[config.mk]
export PLATFORM = sky130hd
export DESIGN_NAME = dq_cell
export DESIGN_NICKNAME = d
export VERILOG_FILES = /design/src/rtl/double_ended_queue_core_assert.svh /design/src/rtl/dq_pkg.sv /design/src/rtl/dq_cell.sv
export SDC_FILE = /design/constraint.sdc
export NUM_CORES = 1
export LEC_CHECK = 0
export ABC_CLOCK_PERIOD_IN_PS = 4000
export BUFFER_PORTS_ARGS = -buffer_cell sky130_fd_sc_hd__buf_2
export CORE_MARGIN = 10
export CORE_UTILIZATION = 43
export CTS_BUF_LIST = sky130_fd_sc_hd__clkbuf_4
export CTS_CLUSTER_SIZE = 20
export DETAILED_ROUTE_END_ITERATION = 12
export GPL_TIMING_DRIVEN = 0
export MAX_ROUTING_LAYER = met4
export PLACE_DENSITY = 0.95
export SYNTH_ARGS = -nofsm -noshare
export SYNTH_HDL_FRONTEND = slang
export SYNTH_SLANG_ARGS = --single-unit
[constraint.sdc]
create_clock -name clk -period 4 [get_ports clk]
set_clock_uncertainty 0.1 [all_clocks]
set_input_delay 0.8 -clock clk [delete_from_list [all_inputs] [get_ports clk]]
set_output_delay 0.8 -clock clk [all_outputs]
set_load 0.03 [all_outputs]
[src/rtl/double_ended_queue_core_assert.svh]
// ----------------------------------------------------------------------------
// Deque core assertion macros
// Shared property wrappers for the double-ended queue checks.
// ----------------------------------------------------------------------------
`ifndef DOUBLE_ENDED_QUEUE_CORE_ASSERT_SVH
`define DOUBLE_ENDED_QUEUE_CORE_ASSERT_SVH

// Same-cycle implication, disabled while reset is asserted.
`define DQ_ASSERT_NOW(label, ante, cons, msg) \
	label: assert property (@(posedge clk) disable iff (!arst_n) (ante) |-> (cons)) \
		else $error(msg);

// Next-cycle implication, disabled while reset is asserted.
`define DQ_ASSERT_NEXT(label, ante, cons, msg) \
	label: assert property (@(posedge clk) disable iff (!arst_n) (ante) |=> (cons)) \
		else $error(msg);

`endif

[src/rtl/dq_pkg.sv]
// ----------------------------------------------------------------------------
// Deque package
// Types, sizes and codes shared by the double-ended queue modules.
// ----------------------------------------------------------------------------
package dq_pkg;

	// Storage geometry.
	localparam int DQ_DEPTH  = 64;
	localparam int DQ_WIDTH  = 32;
	localparam int DQ_CNT_W  = $clog2(DQ_DEPTH + 1);
	localparam int DQ_LV     = (DQ_DEPTH > 1) ? $clog2(DQ_DEPTH) : 1;
	localparam int DQ_NL     = 1 << DQ_LV;
	localparam int DQ_WAIT_W = $clog2(DQ_LV + 1);

	// Operation codes.
	localparam logic [2:0] MODE_PUSH_FRONT = 3'd0;
	localparam logic [2:0] MODE_PUSH_BACK  = 3'd1;
	localparam logic [2:0] MODE_POP_FRONT  = 3'd2;
	localparam logic [2:0] MODE_POP_BACK   = 3'd3;
	localparam logic [2:0] MODE_PEEK_FRONT = 3'd4;
	localparam logic [2:0] MODE_PEEK_BACK  = 3'd5;

	// Status codes.
	localparam logic [1:0] STATUS_OK    = 2'd0;
	localparam logic [1:0] STATUS_EMPTY = 2'd1;
	localparam logic [1:0] STATUS_FULL  = 2'd2;

	// One operation beat.
	typedef struct packed {
		logic [2:0]                 mode;
		logic signed [DQ_WIDTH-1:0] push_word;
	} dq_in_t;

	// One result beat.
	typedef struct packed {
		logic signed [DQ_WIDTH-1:0] out_word;
		logic [1:0]                 status;
		logic [DQ_CNT_W-1:0]        occupancy;
	} dq_out_t;

	// Command broadcast to every cell of the chain.
	typedef struct packed {
		logic                shift_right;
		logic                shift_left;
		logic                write_back;
		logic [DQ_CNT_W-1:0] count;
		logic [DQ_WIDTH-1:0] push_word;
	} dq_cell_cmd_t;

endpackage

[src/rtl/dq_cell.sv]
// ----------------------------------------------------------------------------
// Deque cell
// One word of the queue; shifts toward either neighbor or takes a new word.
// ----------------------------------------------------------------------------
module dq_cell
	import dq_pkg::*;
#(
	parameter int IDX = 0
) (
	input  logic                clk,
	input  dq_cell_cmd_t        cmd,
	input  logic [DQ_WIDTH-1:0] left_word,
	input  logic [DQ_WIDTH-1:0] right_word,
	output logic [DQ_WIDTH-1:0] word,
	output logic [DQ_WIDTH-1:0] leaf_word
);

	logic [DQ_WIDTH-1:0] data_q;
	logic                is_back;
	logic                is_slot;

	// The back word sits in the cell just below the count; the next free slot at the count.
	assign is_back = (cmd.count == DQ_CNT_W'(IDX + 1));
	assign is_slot = (cmd.count == DQ_CNT_W'(IDX));

	// Word storage: shift in from a neighbor or capture a push at the back.
	always_ff @(posedge clk) begin
		if (cmd.shift_right) begin
			data_q <= left_word;
		end else if (cmd.shift_left) begin
			data_q <= right_word;
		end else if (cmd.write_back && is_slot) begin
			data_q <= cmd.push_word;
		end
	end

	assign word      = data_q;
	assign leaf_word = data_q & {DQ_WIDTH{is_back}};

endmodule

==> reports/results.txt, run 1 <==
Initial antenna violation count: 0
Ys Warns: 0
Hpwl dp: 6.684 mm
# setup viols final: 0
Cell Pwr Density: 297.7 mW/mm²
Worst min path class: input pin to flop
Die H: 88.85 µm
# IOs: 171
Overall power: 0.8931 mW
Fin crit period: 2.962 ns
Yosys reg bits: 32
Root Driver: clkbuf_4
Die ar.: 0.007893 mm²
Status: complete, no violations
Layout fillers: 376
Critical path type: input pin to output pin
Seq. cell area: 960.9 µm²
Core area: 0.004474 mm²
Clk buf depth: 2
GP Congestion: 0.8483
Yosys top cell by area: edfxtp_1
Initial Utilization: 45.55%
Unrepaired setup endpoints after global routing: no
DRC: 0
Num rows: 24
Sum Neg Setup Slack: 0 ns
Vias in the first global route: 2360
Share of cells above drive strength 1: 51.11%
DR WL/cell: 19.61 µm
Multi-input gate area: 965.9 µm²
CTS sink count: 32
Cells after Synth: 184
Critical-path maximum fanout: 10
Post-layout nets: 466
Vias per cell: 5.379
Area share of the largest cell type after synthesis: 47.15%
Worst slew pin tran: 1.281 ns
Final Max Slew Viols: 0
Htree depth: 2
CTS Buf Count: 5
Mean Syn Cell Area: 11.08 µm²
# hold bufs at CTS: 0
Syn nets: 291
WHS: 0.6519 ns
Highest clock rate: 337.6 MHz
Via Count: 2216
P_leak: 1.644 nW
Synth unique cells: 13
Crit share post-route: 74.06%
Number of flip-flops in the largest register: 32
Slew margin rel.: 14.57%
CP required: 3.10 ns
DRT antenna net count: 0
Post-Syn Area: 0.002038 mm²
Hold Crit Start: left_word[11]
Area delta synth->final: 47.21%
Fin. Hold Viols: 0
Antenna diodes: 0
I/O Buffers: 168
Post-CTS setup buffers: 0
Setup crit start kind: input pin
Worst vdd ir: 0.0001564 V
Grt ovf: 0
Fin util: 67.06%
Max Cap Viol: 0
Global-route wire length before repair: 11.96 mm
TritonCTS clock tree: yes
Top cells by area, synth: edfxtp_1 (47%), and4b_1 (16%), mux2i_1 (16%)
Die X: 88.85 µm
Worst Setup SP: cmd[33]
Largest net degree at the start of global routing: 33
Data arrival, critical path: 2.06 ns
Clock-pin transition on the worst setup and hold timing paths: 0.10 ns
# resized after CTS: 0
Routed WL: 8.080 mm
Starting DRC count in detailed routing: 124
Drt first pass iters: 4
Sequential area share after synthesis: 47.15%
Tot GR Track Use: 20.31%
Setup crit end kind: output pin
==> final cells by class <==
class                           instances  share of cell area (%)
Buffer                                 20                   3.711
Clock buffer                            7                   1.751
Clock inverter                          1                  0.1251
Multi-Input combinational cell        132                   32.19
Sequential cell                        32                   32.03
Tap cell                               52                   2.168
Timing Repair Buffer                  168                   28.02
==> synthesized netlist by cell type <==
cell and count:
and4b_1 32, edfxtp_1 32, mux2i_1 32, nand2_1 32, o21ai_0 32, clkbuf_1 12
buf_4 3, buf_6 3, buf_2 2, a211o_1 1, nor2b_1 1, nor4_4 1
nor4b_1 1
==> per-layer routing <==
layer,wire [µm],vias to the layer above,part of all wire (%),global-route usage [%]
met5,0,-,0,-
met4,196,0,2.4,8.370
met3,684,14,8.5,3.952
met2,4388,118,54,38.23
met1,2810,1028,35,19.74
li1,-,1056,-,-
==> power breakdown <==
group	internal, mW	total (mW)	switching, mW
registers	0.417	0.435	0.0185
clock network	0.0812	0.190	0.109
logic	0.0971	0.268	0.171
total	0.595	0.893	0.298
==> placed cells by master, fill, tap and decap left out <==
cell type	n
nand2_1	32
buf_2	170
edfxtp_1	32
mux2i_1	32
o21ai_0	32
nor4_4	1
and4b_1	32
clkbuf_4	7
buf_6	3
buf_4	3
nor2b_1	1
clkbuf_1	12
a211o_1	1
clkinv_1	1
nor4b_1	1
==> metrics by stage <==
step / setup slack (ns) / instances / area (µm²)
after global routing: 0.9133 / 412 / 3000
after detailed placement: 0.8333 / 404 / 2944
after CTS: 1.035 / 412 / 3000
after global placement: 0.9188 / 404 / 2944
final: 1.038 / 412 / 3000
after floorplan: 1.375 / 184 / 2038
==> logic make-up after synthesis <==
kind of cell	count (synthesis)	share of synthesized area [%]
AO/OA/AOI/OAI	33	8.287
buffers and inverters	20	5.463
flip-flops	32	47.15
multiplexers	32	15.72
AND/OR/NAND/NOR	67	23.39
==> final timing paths <==
kind / endpoint / slack [ns] / cells past startpoint
max: leaf_word[4] / 1.04 / 5
min: word[11]$_DFFE_PP_ / 0.65 / 3
==> critical path: stages <==
cell	delay (ns)
buf_2	0.10
nor2b_1	0.32
clkbuf_1	0.38
and4b_1	0.25
buf_2	0.21
(Power assumes the default switching activity.)
==> inputs of run 2 (changes only) <==
--- a/config.mk
+++ b/config.mk
@@ -5,16 +5,17 @@
 export SDC_FILE = /design/constraint.sdc
 export NUM_CORES = 1
 export LEC_CHECK = 0
-export ABC_CLOCK_PERIOD_IN_PS = 4000
+export ABC_AREA = 1
+export ABC_CLOCK_PERIOD_IN_PS = 2800
 export BUFFER_PORTS_ARGS = -buffer_cell sky130_fd_sc_hd__buf_2
 export CORE_MARGIN = 10
-export CORE_UTILIZATION = 43
+export CORE_UTILIZATION = 40
 export CTS_BUF_LIST = sky130_fd_sc_hd__clkbuf_4
 export CTS_CLUSTER_SIZE = 20
 export DETAILED_ROUTE_END_ITERATION = 12
 export GPL_TIMING_DRIVEN = 0
 export MAX_ROUTING_LAYER = met4
-export PLACE_DENSITY = 0.95
+export PLACE_DENSITY = 0.93
 export SYNTH_ARGS = -nofsm -noshare
 export SYNTH_HDL_FRONTEND = slang
 export SYNTH_SLANG_ARGS = --single-unit
==> constraint.sdc (replaced) <==
create_clock -name clk -period 2.8 [get_ports clk]
set_clock_uncertainty 0.1 [all_clocks]
set_input_delay 0.56 -clock clk [delete_from_list [all_inputs] [get_ports clk]]
set_output_delay 0.56 -clock clk [all_outputs]
set_load 0.03 [all_outputs]
==> run 2 against run 1 <==
Against the previous run: setup slack lost 0.41 ns; total power is 46% higher; sequential power rose by 43%; final area grew 1.5%; critical path type unchanged; critical endpoint is now leaf_word[30].
==> reports/results.txt, run 2 <==
Critical path's slowest cell: buf_2
DR WL/cell: 15.95 µm (-19%)
Post-layout nets: 541 (+16%)
Sequential Power Share: 47.8% (-0.9 points)
Area delta synth->final: 47.93%
Sequential area share after synthesis: 46.66% (-0.49 points)
Cell Pwr Density: 428.4 mW/mm² (+44%)
Global-route wire length before repair: 12.24 mm (+2.3%)
Fin. Hold Viols: 0 (unchanged)
Starting DRC count in detailed routing: 85 (-31%)
Critical path, cell by cell: buf_2 -> nor3_2 -> nand2_2 -> buf_6 -> nor2_2 -> buf_2
Largest net degree at the start of global routing: 33 (unchanged)
CP required: 2.14 ns (-0.96 ns)
Number of synthesized flops with an enable pin: 32 (unchanged)
Commonest non-fill, non-tap cell in the layout: buf_2
Routed WL: 8.055 mm (-0.31%)
Worst slew pin tran: 0.7947 ns (-0.4868 ns)
# setup viols final: 0 (unchanged)
Ys Warns: 0 (unchanged)
Status: complete, no violations
Synth cell count leaders: a21oi_1 (64), nor2_1 (40), inv_1 (36)
Max Cap Viol: 0 (unchanged)
Die ar.: 0.008419 mm² (+6.7%)
CTS Buf Count: 5 (unchanged)
I/O Buffers: 168 (unchanged)
Vias per cell: 4.703 (-13%)
Clk buf depth: 2 (unchanged)
Antenna diodes: 0 (unchanged)
Yosys reg bits: 32 (unchanged)
DRT antenna net count: 0 (unchanged)
Share of cells above drive strength 1: 52.18% (+1.1 points)
Ys flop type: edfxtp_1
Post-CTS setup buffers: 0 (unchanged)
# hold bufs at CTS: 0 (unchanged)
Pre-CTS WS: 0.2383 ns (-0.5950 ns)
Net Sw Power: 0.4529 mW (+52%)
Cells after Synth: 259 (+41%)
Top cells by area, synth: edfxtp_1 (47%), a21oi_1 (16%), nor2_2 (8.5%)
Clock power share: 20.8% (-0.5 points)
Crit share post-route: 77.59%
Sw Ratio: 34.70% (+1.3 points)
Synth unique cells: 15 (+2)
Num rows: 26 (+8.3%)
Clock-pin transition on the worst setup and hold timing paths: 0.09 ns (about the same)
Post-Syn Area: 0.002059 mm² (+1.0%)
Crit path buf inv count: 3 (unchanged)
Unrepaired setup endpoints after global routing: no
Critical-path maximum fanout: 10 (unchanged)
Commonest non-fill, non-tap cells in the layout: buf_2 (175), a21oi_1 (64), nor2_1 (40)
Fin util: 60.42% (-6.6 points)
Fin crit period: 2.173 ns
Most used cell, CP: buf_2
Share of power burned in combinational logic: 31.4% (+1.4 points)
DRC: 0 (unchanged)
Data arrival, critical path: 1.51 ns (-0.55 ns)
Overall power: 1.305 mW (+46%)
Root Driver: clkbuf_4
Drt first pass iters: 4 (unchanged)
Area share of the largest cell type after synthesis: 46.66% (-0.49 points)
Critical path type: input pin to output pin
Vias in the first global route: 2527 (+7.1%)
Final Max Slew Viols: 0 (unchanged)
Via Count: 2375 (+7.2%)
Most frequent cell after synthesis: a21oi_1
Die X: 91.76 µm (+3.3%)
Htree depth: 2 (unchanged)
Setup crit end kind: output pin
Number of flip-flops in the largest register: 32 (unchanged)
CTS sink count: 32 (unchanged)
Grt ovf: 0 (unchanged)
Asr flop ratio synth: 0% (unchanged)
GP Congestion: 0.8908 (+5.0%)
CP delay by family, top: buffers and inverters
Tot GR Track Use: 18.42% (-1.9 points)
Final WS setup: 0.6274 ns (-0.4101 ns)
Sum Neg Setup Slack: 0 ns (unchanged)
# IOs: 171 (unchanged)
Slew margin rel.: 46.84% (+32 points)
Layout fillers: 471 (+25%)
Worst min path class: input pin to flop
Setup crit start kind: input pin
Highest clock rate: 460.3 MHz
Slowest cell delay on critical path: 0.21 ns (-0.17 ns)
Initial Utilization: 40.84% (-4.7 points)
# resized after CTS: 0 (unchanged)
Hpwl dp: 6.514 mm (-2.5%)
Mean Syn Cell Area: 7.952 µm² (-28%)
Syn nets: 366 (+26%)
P_leak: 1.675 nW (+1.9%)
Worst vdd ir: 0.0002383 V (+52%)
Core area: 0.005042 mm² (+13%)
Non-Filler Instances: 505 (+23%)
Die H: 91.76 µm (+3.3%)
Int Pwr: 0.8523 mW (+43%)
TritonCTS clock tree: yes
Initial antenna violation count: 0 (unchanged)
Post-Place Cells: 497 (+23%)
Yosys top cell by area: edfxtp_1
==> run 2: worst paths after layout <==
path / from / endpoint / slack (ns) / cells past startpoint
worst min-delay path: left_word[6] / word[6]$_DFFE_PP_ / 0.45 / 3
worst max-delay path: cmd[37] / leaf_word[30] / 0.63 / 6
==> run 2: power by group through the flow <==
stage	combinational [mW]	clock [mW]	sequential (mW)
CTS	0.412	0.279	0.624
global route	0.443	0.299	0.629
floorplan	0.129	0	0.748
detailed placement	0.410	0	0.634
global placement	0.399	0	0.631
finish	0.410	0.272	0.623
==> run 2: routing by layer <==
metal  vias to the layer above  GRT usage, %  routed length (µm)
met5                         -             -                   0
met2                       126         34.06                4413
met1                      1072         19.11                2983
met4                         0         5.784                  63
met3                         4         3.749                 593
li1                       1173             -                   -
==> run 2: stage by stage <==
stage          hold WS [ns]  area, µm²
5_1_grt              0.4453       3047
4_1_cts              0.4409       3044
2_1_floorplan        0.6899       2059
3_5_place_dp         0.7906       2988
3_3_place_gp         0.7804       2988
6_report             0.4500       3047
==> run 2: cell type report <==
class | count | area [µm²] | share of cell area (%)
well taps | 70 | 87.58 | 2.875
clock inverters | 1 | 3.754 | 0.1232
repair buffers | 168 | 840.8 | 27.60
flip-flops and latches | 32 | 960.9 | 31.54
multi-input cells | 172 | 824.5 | 27.06
clock buffers | 7 | 52.55 | 1.725
plain buffers | 17 | 132.6 | 4.353
inverters | 38 | 143.9 | 4.723
==> run 2: kinds of logic after synthesis <==
logic type,Yosys count,share of synthesized area [%]
compound gates,64,15.55
buf+inv,55,13.43
simple gates,108,24.36
flops,32,46.66
